File: src/rtl/met_pkg.sv
// ---------------------------------------------------------------------------
// met_pkg
// shared types and constants of the multi-slot event timer
// ---------------------------------------------------------------------------
package met_pkg;

    localparam int NUM_TIMERS_DEF = 16;
    localparam int CFG_W          = 5;
    localparam logic [CFG_W-1:0] ACTIVE_RST = CFG_W'(16);

    localparam int EVENT_W   = 8;
    localparam int CLIENT_W  = 4;
    localparam int AMOUNT_W  = 24;
    localparam int ELAPSED_W = 25;

    localparam logic [1:0] OP_START = 2'd0;
    localparam logic [1:0] OP_STOP  = 2'd1;
    localparam logic [1:0] OP_TICK  = 2'd2;

    typedef struct packed {
        logic [1:0]          operation;
        logic [EVENT_W-1:0]  event_id;
        logic [CLIENT_W-1:0] client_id;
        logic [AMOUNT_W-1:0] amount_ms;
        logic                periodic;
    } t_in_item;

    typedef struct packed {
        logic [EVENT_W-1:0]  fired_event;
        logic [CLIENT_W-1:0] fired_client;
        logic                last;
    } t_result;

    typedef struct packed {
        logic [EVENT_W-1:0]   event_id;
        logic [CLIENT_W-1:0]  client_id;
        logic [AMOUNT_W-1:0]  duration;
        logic                 repeat_en;
        logic [ELAPSED_W-1:0] elapsed;
    } t_slot;

    localparam int SLOT_W = $bits(t_slot);

endpackage

File: src/rtl/met_ram.sv
// ---------------------------------------------------------------------------
// met_ram
// generic simple dual-port ram, one write port, one registered read port
// ---------------------------------------------------------------------------
module met_ram #(
    parameter int WIDTH = 8,
    parameter int DEPTH = 16,
    localparam int AW   = (DEPTH > 1) ? $clog2(DEPTH) : 1
) (
    input  logic             i_clk,
    input  logic             i_we,
    input  logic [AW-1:0]    i_waddr,
    input  logic [WIDTH-1:0] i_wdata,
    input  logic [AW-1:0]    i_raddr,
    output logic [WIDTH-1:0] o_rdata
);

    logic [WIDTH-1:0] r_mem [DEPTH];
    logic [WIDTH-1:0] r_rdata;

    always_ff @(posedge i_clk) begin
        if (i_we) begin
            r_mem[i_waddr] <= i_wdata;
        end
        r_rdata <= r_mem[i_raddr];
    end

    assign o_rdata = r_rdata;

endmodule

File: src/rtl/multi_slot_event_timer_top.sv
// ---------------------------------------------------------------------------
// multi_slot_event_timer_top
// table of one-shot and periodic timer slots, scanned one slot per cycle
// ---------------------------------------------------------------------------
// busy: from a start transaction until the first n slots are scanned, where n is
//   min(active_timers, NUM_TIMERS); start and stop end early at their slot
// throughput: one slot per cycle through the shared slot evaluator and the
//   slot ram read port; a new item is taken only while idle
// results leave one per cycle on o_res_valid and cannot be stalled
// reset: all slots free, active_timers back to 16; slot ram is not cleared
// ---------------------------------------------------------------------------
module multi_slot_event_timer_top
    import met_pkg::*;
#(
    parameter int NUM_TIMERS = NUM_TIMERS_DEF
) (
    input  logic             i_clk,
    input  logic             i_rst_n,
    input  logic             start,
    output logic             busy,
    input  t_in_item         i_item,
    input  logic             i_cfg_we,
    input  logic [CFG_W-1:0] i_cfg_data,
    output logic             o_res_valid,
    output t_result          o_res
);

    localparam int IW = (NUM_TIMERS > 1) ? $clog2(NUM_TIMERS) : 1;
    localparam int CW = $clog2(NUM_TIMERS + 1);
    localparam int NW = (CW > CFG_W) ? CW : CFG_W;

    typedef enum logic {
        S_IDLE,
        S_SCAN
    } t_state;

    t_state               r_state;
    logic [CFG_W-1:0]     r_active;
    logic [NUM_TIMERS-1:0] r_valid;
    t_in_item             r_item;
    logic [IW-1:0]        r_issue_idx;
    logic [IW-1:0]        r_last_idx;
    logic                 r_issue_on;
    logic [IW-1:0]        r_ev_idx;
    logic                 r_ev_on;
    logic                 r_pend_vld;
    t_result              r_pend;
    logic                 r_out_vld;
    t_result              r_out;

    logic [NW-1:0]        scan_n;
    logic [NW-1:0]        act_ext;
    t_slot                rd_slot;
    t_slot                wr_slot;
    logic                 wr_en;
    logic                 v_bit;
    logic                 hit;
    logic                 fire;
    logic                 adv;
    logic                 stop_scan;
    logic                 scan_done;
    logic [ELAPSED_W-1:0] sum;
    logic [ELAPSED_W:0]   diff;
    logic [SLOT_W-1:0]    ram_q;

    assign act_ext = NW'(r_active);
    assign scan_n  = (act_ext > NW'(NUM_TIMERS)) ? NW'(NUM_TIMERS) : act_ext;

    met_ram #(
        .WIDTH (SLOT_W),
        .DEPTH (NUM_TIMERS)
    ) u_slot_ram (
        .i_clk   (i_clk),
        .i_we    (wr_en),
        .i_waddr (r_ev_idx),
        .i_wdata (wr_slot),
        .i_raddr (r_issue_idx),
        .o_rdata (ram_q)
    );

    assign rd_slot = t_slot'(ram_q);
    assign v_bit   = r_valid[r_ev_idx];

    // shared slot evaluator
    always_comb begin
        sum   = rd_slot.elapsed + ELAPSED_W'(r_item.amount_ms);
        diff  = {1'b0, rd_slot.elapsed} + (ELAPSED_W+1)'(r_item.amount_ms)
              - (ELAPSED_W+1)'(rd_slot.duration);
        adv   = v_bit && (rd_slot.elapsed < ELAPSED_W'(rd_slot.duration));
        hit   = 1'b0;
        fire  = 1'b0;
        wr_en = 1'b0;
        wr_slot = rd_slot;
        unique case (r_item.operation)
            OP_START: begin
                hit = !v_bit;
                wr_en = r_ev_on && !v_bit;
                wr_slot.event_id  = r_item.event_id;
                wr_slot.client_id = r_item.client_id;
                wr_slot.duration  = r_item.amount_ms;
                wr_slot.repeat_en = r_item.periodic;
                wr_slot.elapsed   = '0;
            end
            OP_STOP: begin
                hit = v_bit && (rd_slot.event_id == r_item.event_id);
            end
            OP_TICK: begin
                fire  = r_ev_on && adv && !diff[ELAPSED_W];
                wr_en = r_ev_on && adv;
                wr_slot.elapsed = (fire && rd_slot.repeat_en) ? diff[ELAPSED_W-1:0] : sum;
            end
            default: begin
            end
        endcase
    end

    assign stop_scan = r_ev_on && hit;
    assign scan_done = !r_issue_on && !r_ev_on;

    always_ff @(posedge i_clk) begin
        if (!i_rst_n) begin
            r_state    <= S_IDLE;
            r_active   <= ACTIVE_RST;
            r_valid    <= '0;
            r_issue_on <= 1'b0;
            r_ev_on    <= 1'b0;
            r_pend_vld <= 1'b0;
            r_out_vld  <= 1'b0;
        end else begin
            if (i_cfg_we) begin
                r_active <= i_cfg_data;
            end
            unique case (r_state)
                S_IDLE: begin
                    r_out_vld <= 1'b0;
                    if (start) begin
                        r_state     <= S_SCAN;
                        r_item      <= i_item;
                        r_issue_idx <= '0;
                        r_last_idx  <= IW'(scan_n - NW'(1));
                        r_issue_on  <= (scan_n != '0);
                        r_ev_on     <= 1'b0;
                        r_pend_vld  <= 1'b0;
                    end
                end
                S_SCAN: begin
                    // read stage
                    r_ev_idx <= r_issue_idx;
                    if (r_issue_on) begin
                        r_issue_idx <= r_issue_idx + IW'(1);
                    end
                    // evaluate stage
                    if (stop_scan) begin
                        r_valid[r_ev_idx] <= (r_item.operation == OP_START);
                        r_issue_on        <= 1'b0;
                        r_ev_on           <= 1'b0;
                    end else begin
                        r_ev_on <= r_issue_on;
                        if (r_issue_on && r_issue_idx == r_last_idx) begin
                            r_issue_on <= 1'b0;
                        end
                    end
                    if (fire) begin
                        r_out_vld <= r_pend_vld;
                        if (r_pend_vld) begin
                            r_out <= r_pend;
                        end
                        r_pend_vld <= 1'b1;
                        r_pend     <= '{fired_event: rd_slot.event_id,
                                        fired_client: rd_slot.client_id, last: 1'b0};
                    end else if (scan_done) begin
                        r_state    <= S_IDLE;
                        r_out_vld  <= r_pend_vld;
                        r_pend_vld <= 1'b0;
                        if (r_pend_vld) begin
                            r_out <= '{fired_event: r_pend.fired_event,
                                       fired_client: r_pend.fired_client, last: 1'b1};
                        end
                    end else begin
                        r_out_vld <= 1'b0;
                    end
                end
                default: begin
                    r_state   <= S_IDLE;
                    r_out_vld <= 1'b0;
                end
            endcase
        end
    end

    assign busy        = (r_state != S_IDLE);
    assign o_res_valid = r_out_vld;
    assign o_res       = r_out;

endmodule
File: config.mk
export PLATFORM = sky130hd
export DESIGN_NAME = multi_slot_event_timer_top
export DESIGN_NICKNAME = d
export VERILOG_FILES = /design/src/rtl/met_pkg.sv /design/src/rtl/met_ram.sv /design/src/rtl/multi_slot_event_timer_top.sv
export SDC_FILE = /design/constraint.sdc
export NUM_CORES = 1
export LEC_CHECK = 0
export BUFFER_PORTS_ARGS = -buffer_cell sky130_fd_sc_hd__buf_2
export CAP_MARGIN = 30
export CORE_MARGIN = 1.5
export CORE_UTILIZATION = 55
export CTS_CLUSTER_SIZE = 16
export DETAILED_ROUTE_END_ITERATION = 16
export PLACE_DENSITY = 0.71
export SLEW_MARGIN = 20
export SYNTH_ARGS = -nofsm -noshare
export SYNTH_HDL_FRONTEND = slang
export SYNTH_HIERARCHICAL = 1
export SYNTH_SLANG_ARGS = --single-unit
export TNS_END_PERCENT = 10
File: constraint.sdc
create_clock -name i_clk -period 9 [get_ports i_clk]
set_input_delay 1.8 -clock i_clk [delete_from_list [all_inputs] [get_ports i_clk]]
set_output_delay 1.8 -clock i_clk [all_outputs]
set_load 0.02 [all_outputs]
==> impl_metrics.csv <==
group,metric,value,unit
run_status,status,"finished, final reports clean",
routing,drt.antenna.violating_nets,0,
placed_design,place_congestion,0.900,
sta,setup_ws,3.83,ns
sta,rsz0062_at_grt,"no",
floorplanning,dieWidth,295,um
routing,initialDrtViolationCount,2584,
sta,drv_slew,0,
sta,finalSetupViolCount,0,
logic_synthesis,yosys_warnings,6,
cells_and_area,antenna_cells,0,
power,p_leak,17.7,nW
routing,wl,109000,um
grt,grt_pass1_vias,24900,
cells_and_area,syn_to_final_growth,12.4,%
logic_synthesis,yosysSeqAreaShare,72.4,%
setup_path,path_class,"reg2reg",
placed_design,dp_slack,3.87,ns
routing,vias,24500,
sta,fmax,193,MHz
cells_and_area,fin_util,62.6,%
routing,drc_errors,0,
sta,slew_headroom,23.3,%
cells_and_area,layout_commonest_cell,"edfxtp_1",
floorplanning,coreArea,84000,um^2
power,ir_worst_vdd,0.000187,V
floorplanning,ios,63,
setup_path,critPathMaxFanout,17,
cells_and_area,fillers,5709,
clock_network,tritoncts,"yes",
logic_synthesis,synth_top_area_share,68.6,%
clock_network,cts.sink_count,1156,
logic_synthesis,avgSynthCellArea,18.6,um^2
sta,setup_tns,0,ns
grt,grt_max_degree,143,
power,power.share.clock,39.1,%
clock_network,cts_buffers,112,
sta,finalCriticalPeriod,5.17,ns
clock_network,cts_root_buf,"clkbuf_16",
routing,wire_per_inst,27.9,um
power,switching_share,23.2,%
routing,first_pass_iters,5,
logic_synthesis,ys_ff_latch,1156,
clock_network,postCtsHoldBufs,0,
power,pwr-share-seq,51.3,%
setup_path,required,9.51,ns
power,internal_power,9.06,mW
logic_synthesis,yosys_most_used_dff,"edfxtp_1",
cells_and_area,layout-drive-gt1-share,22.4,%
sta,clock_skew,0.0701,ns
setup_path,ff2ff_setup_slack,3.83,ns
floorplanning,initial_core_util,55.7,%
grt,track_usage,25.6,%
power,switchingPower,2.73,mW
setup_path,crit_path_end_kind,"register",
clock_network,postCtsSetupBuffers,0,
floorplanning,row_count,106,
clock_network,ctsResizeCount,0,
setup_path,cp.arrival,5.68,ns
logic_synthesis,synthCells,2507,
logic_synthesis,synth_area,46700,um^2
clock_network,clk-insertion-delay-late,0.72,ns
sta,finalCritPeriodShare,57.4,%
hold_path,hold_path.class,"reg2reg",
placed_design,place_area,48800,um^2
power,p_comb_share,9.6,%
sta,hold_violations,0,
cells_and_area,final_area,52600,um^2
sta,hold_slack,0.412,ns
grt,grt-ovfl-total,0,
clock_network,clockBufferDepth,3,
placed_design,portBuffers,62,
logic_synthesis,ys_top_cells_by_area,"edfxtp_1, mux4_2, dfxtp_1",
logic_synthesis,synth_fp_nets,2655,
run,cap_violations,0,
logic_synthesis,synth_edf_count,1068,
cells_and_area,final_cell_mix,"edfxtp_1, mux4_2, nand2_1",
clock_network,clk_pin_slew,0.07,ns
setup_path,crit_path_start_kind,"register",
sta,worst_pin_slew,1.15,ns
logic_synthesis,async_flop_share,0,%
grt,antenna_found_initial,2,
cells_and_area,layout.nets,2819,
logic_synthesis,synth_area_leader_cell,"edfxtp_1",
clock_network,htree_levels,3,
floorplanning,die_h,295,um
grt,grt_pass1_wl,161000,um
placed_design,hpwl,59600,um
power,power_density,224,nW/um^2
floorplanning,die-area,86700,um^2
routing,drt-vias-per-instance,6.29,
logic_synthesis,yosysUniqueCellTypes,72,
-- metrics by stage --
step,std cells,power [mW]
after floorplan,2507,6.93
after global placement,3672,7.24
after detailed placement,3678,7.27
after CTS,3890,11.8
after global routing,3903,12.2
final,3903,11.8
-- flip-flops by register name, indices dropped and copies added, names as in the netlist, 5 cells and up --
signal / cells
u_slot_ram/o_rdata: 62
r_valid: 16
r_pend: 12
u_slot_ram/r_mem: 992
r_item: 39
o_res: 13
act_ext: 5
-- worst max-delay path, stage by stage (launching register included) --
cell       delay, ns
edfxtp_1        0.38
inv_1           0.07
fa_1            0.55
inv_1           0.05
ha_1            0.38
a21oi_1         0.16
o21ai_0         0.11
a2111oi_0       0.56
o211ai_1        0.33
a21oi_1         0.24
xnor2_1         0.14
nor3_2          0.44
buf_4           0.45
mux2i_1         0.14
o21ai_0         0.65
buf_2           0.32
-- power groups by stage --
stage	clock (mW)	combinational (mW)	sequential, mW
detailed placement	0	1.10	6.17
global placement	0	1.07	6.17
CTS	4.68	1.11	6.06
global route	4.89	1.24	6.06
floorplan	0	0.781	6.15
finish	4.61	1.13	6.06
-- synthesized netlist by cell type, drive strengths merged (3+ instances only) --
cell     number
dfxtp        88
nor2         57
nor3         21
nand3b        3
mux2i        26
o22ai         4
nor4          4
edfxtp     1068
nand3        13
a211oi       10
or3           7
o21a         10
ha           75
a31oi         6
and2          7
inv         130
nand2       145
mux2         14
o211a         3
a2111oi       5
clkbuf       55
a21o         18
a21boi        4
o21ai        72
o41ai         6
o31ai         9
o211ai       12
and3          8
a22oi       125
a21oi        42
buf          54
mux4        253
o21bai        5
fa           25
a311oi        3
nand2b       12
xnor2        28
nor2b        17
nand4         7
xor2         25
-- final cells by class --
class / instances / area, um^2 / share of cell area [%]
clock buffers: 152 / 3040 / 5.79
clock inverters: 60 / 626 / 1.19
inverters: 130 / 488 / 0.929
multi-input cells: 1112 / 12000 / 22.9
flip-flops and latches: 1156 / 33800 / 64.4
well taps: 1134 / 1420 / 2.70
repair buffers: 159 / 1110 / 2.10
-- per-layer routing --
metal / up-vias / part of all wire, % / wire [um] / GRT usage (%)
li1: 10400 / - / - / -
met2: 1199 / 48 / 52300 / 40.7
met1: 12800 / 41 / 44300 / 36.7
met3: 173 / 9.1 / 9930 / 5.26
met5: - / 0.012 / 13 / 0
met4: 2 / 2.2 / 2420 / 6.79
-- cells by family (layout without fill, tap and decap cells) --
logic type | after synthesis | count (layout) | synth area share [%]
AO/OA/AOI/OAI | 354 | 354 | 5.21
adder cells (fa/ha/maj) | 100 | 100 | 3.08
AND/OR/NAND/NOR | 312 | 312 | 3.05
buffers and inverters | 239 | 501 | 2.19
XOR/XNOR | 53 | 53 | 0.993
flip-flops | 1156 | 1156 | 72.4
multiplexers | 293 | 293 | 13.1
-- final timing paths --
kind | start | end | cells after the start
hold reg to reg | r_pend[6]$_DFFE_PP_ | o_res[6]$_DFFE_PP_ | 0
hold / removal | r_pend[6]$_DFFE_PP_ | o_res[6]$_DFFE_PP_ | 0
setup reg to reg | r_item[11]$_DFFE_PP_ | u_slot_ram/r_mem[12][11]$_DFFE_PP_ | 15
setup / recovery | r_item[11]$_DFFE_PP_ | u_slot_ram/r_mem[12][11]$_DFFE_PP_ | 15
(Power assumes the default switching activity.)
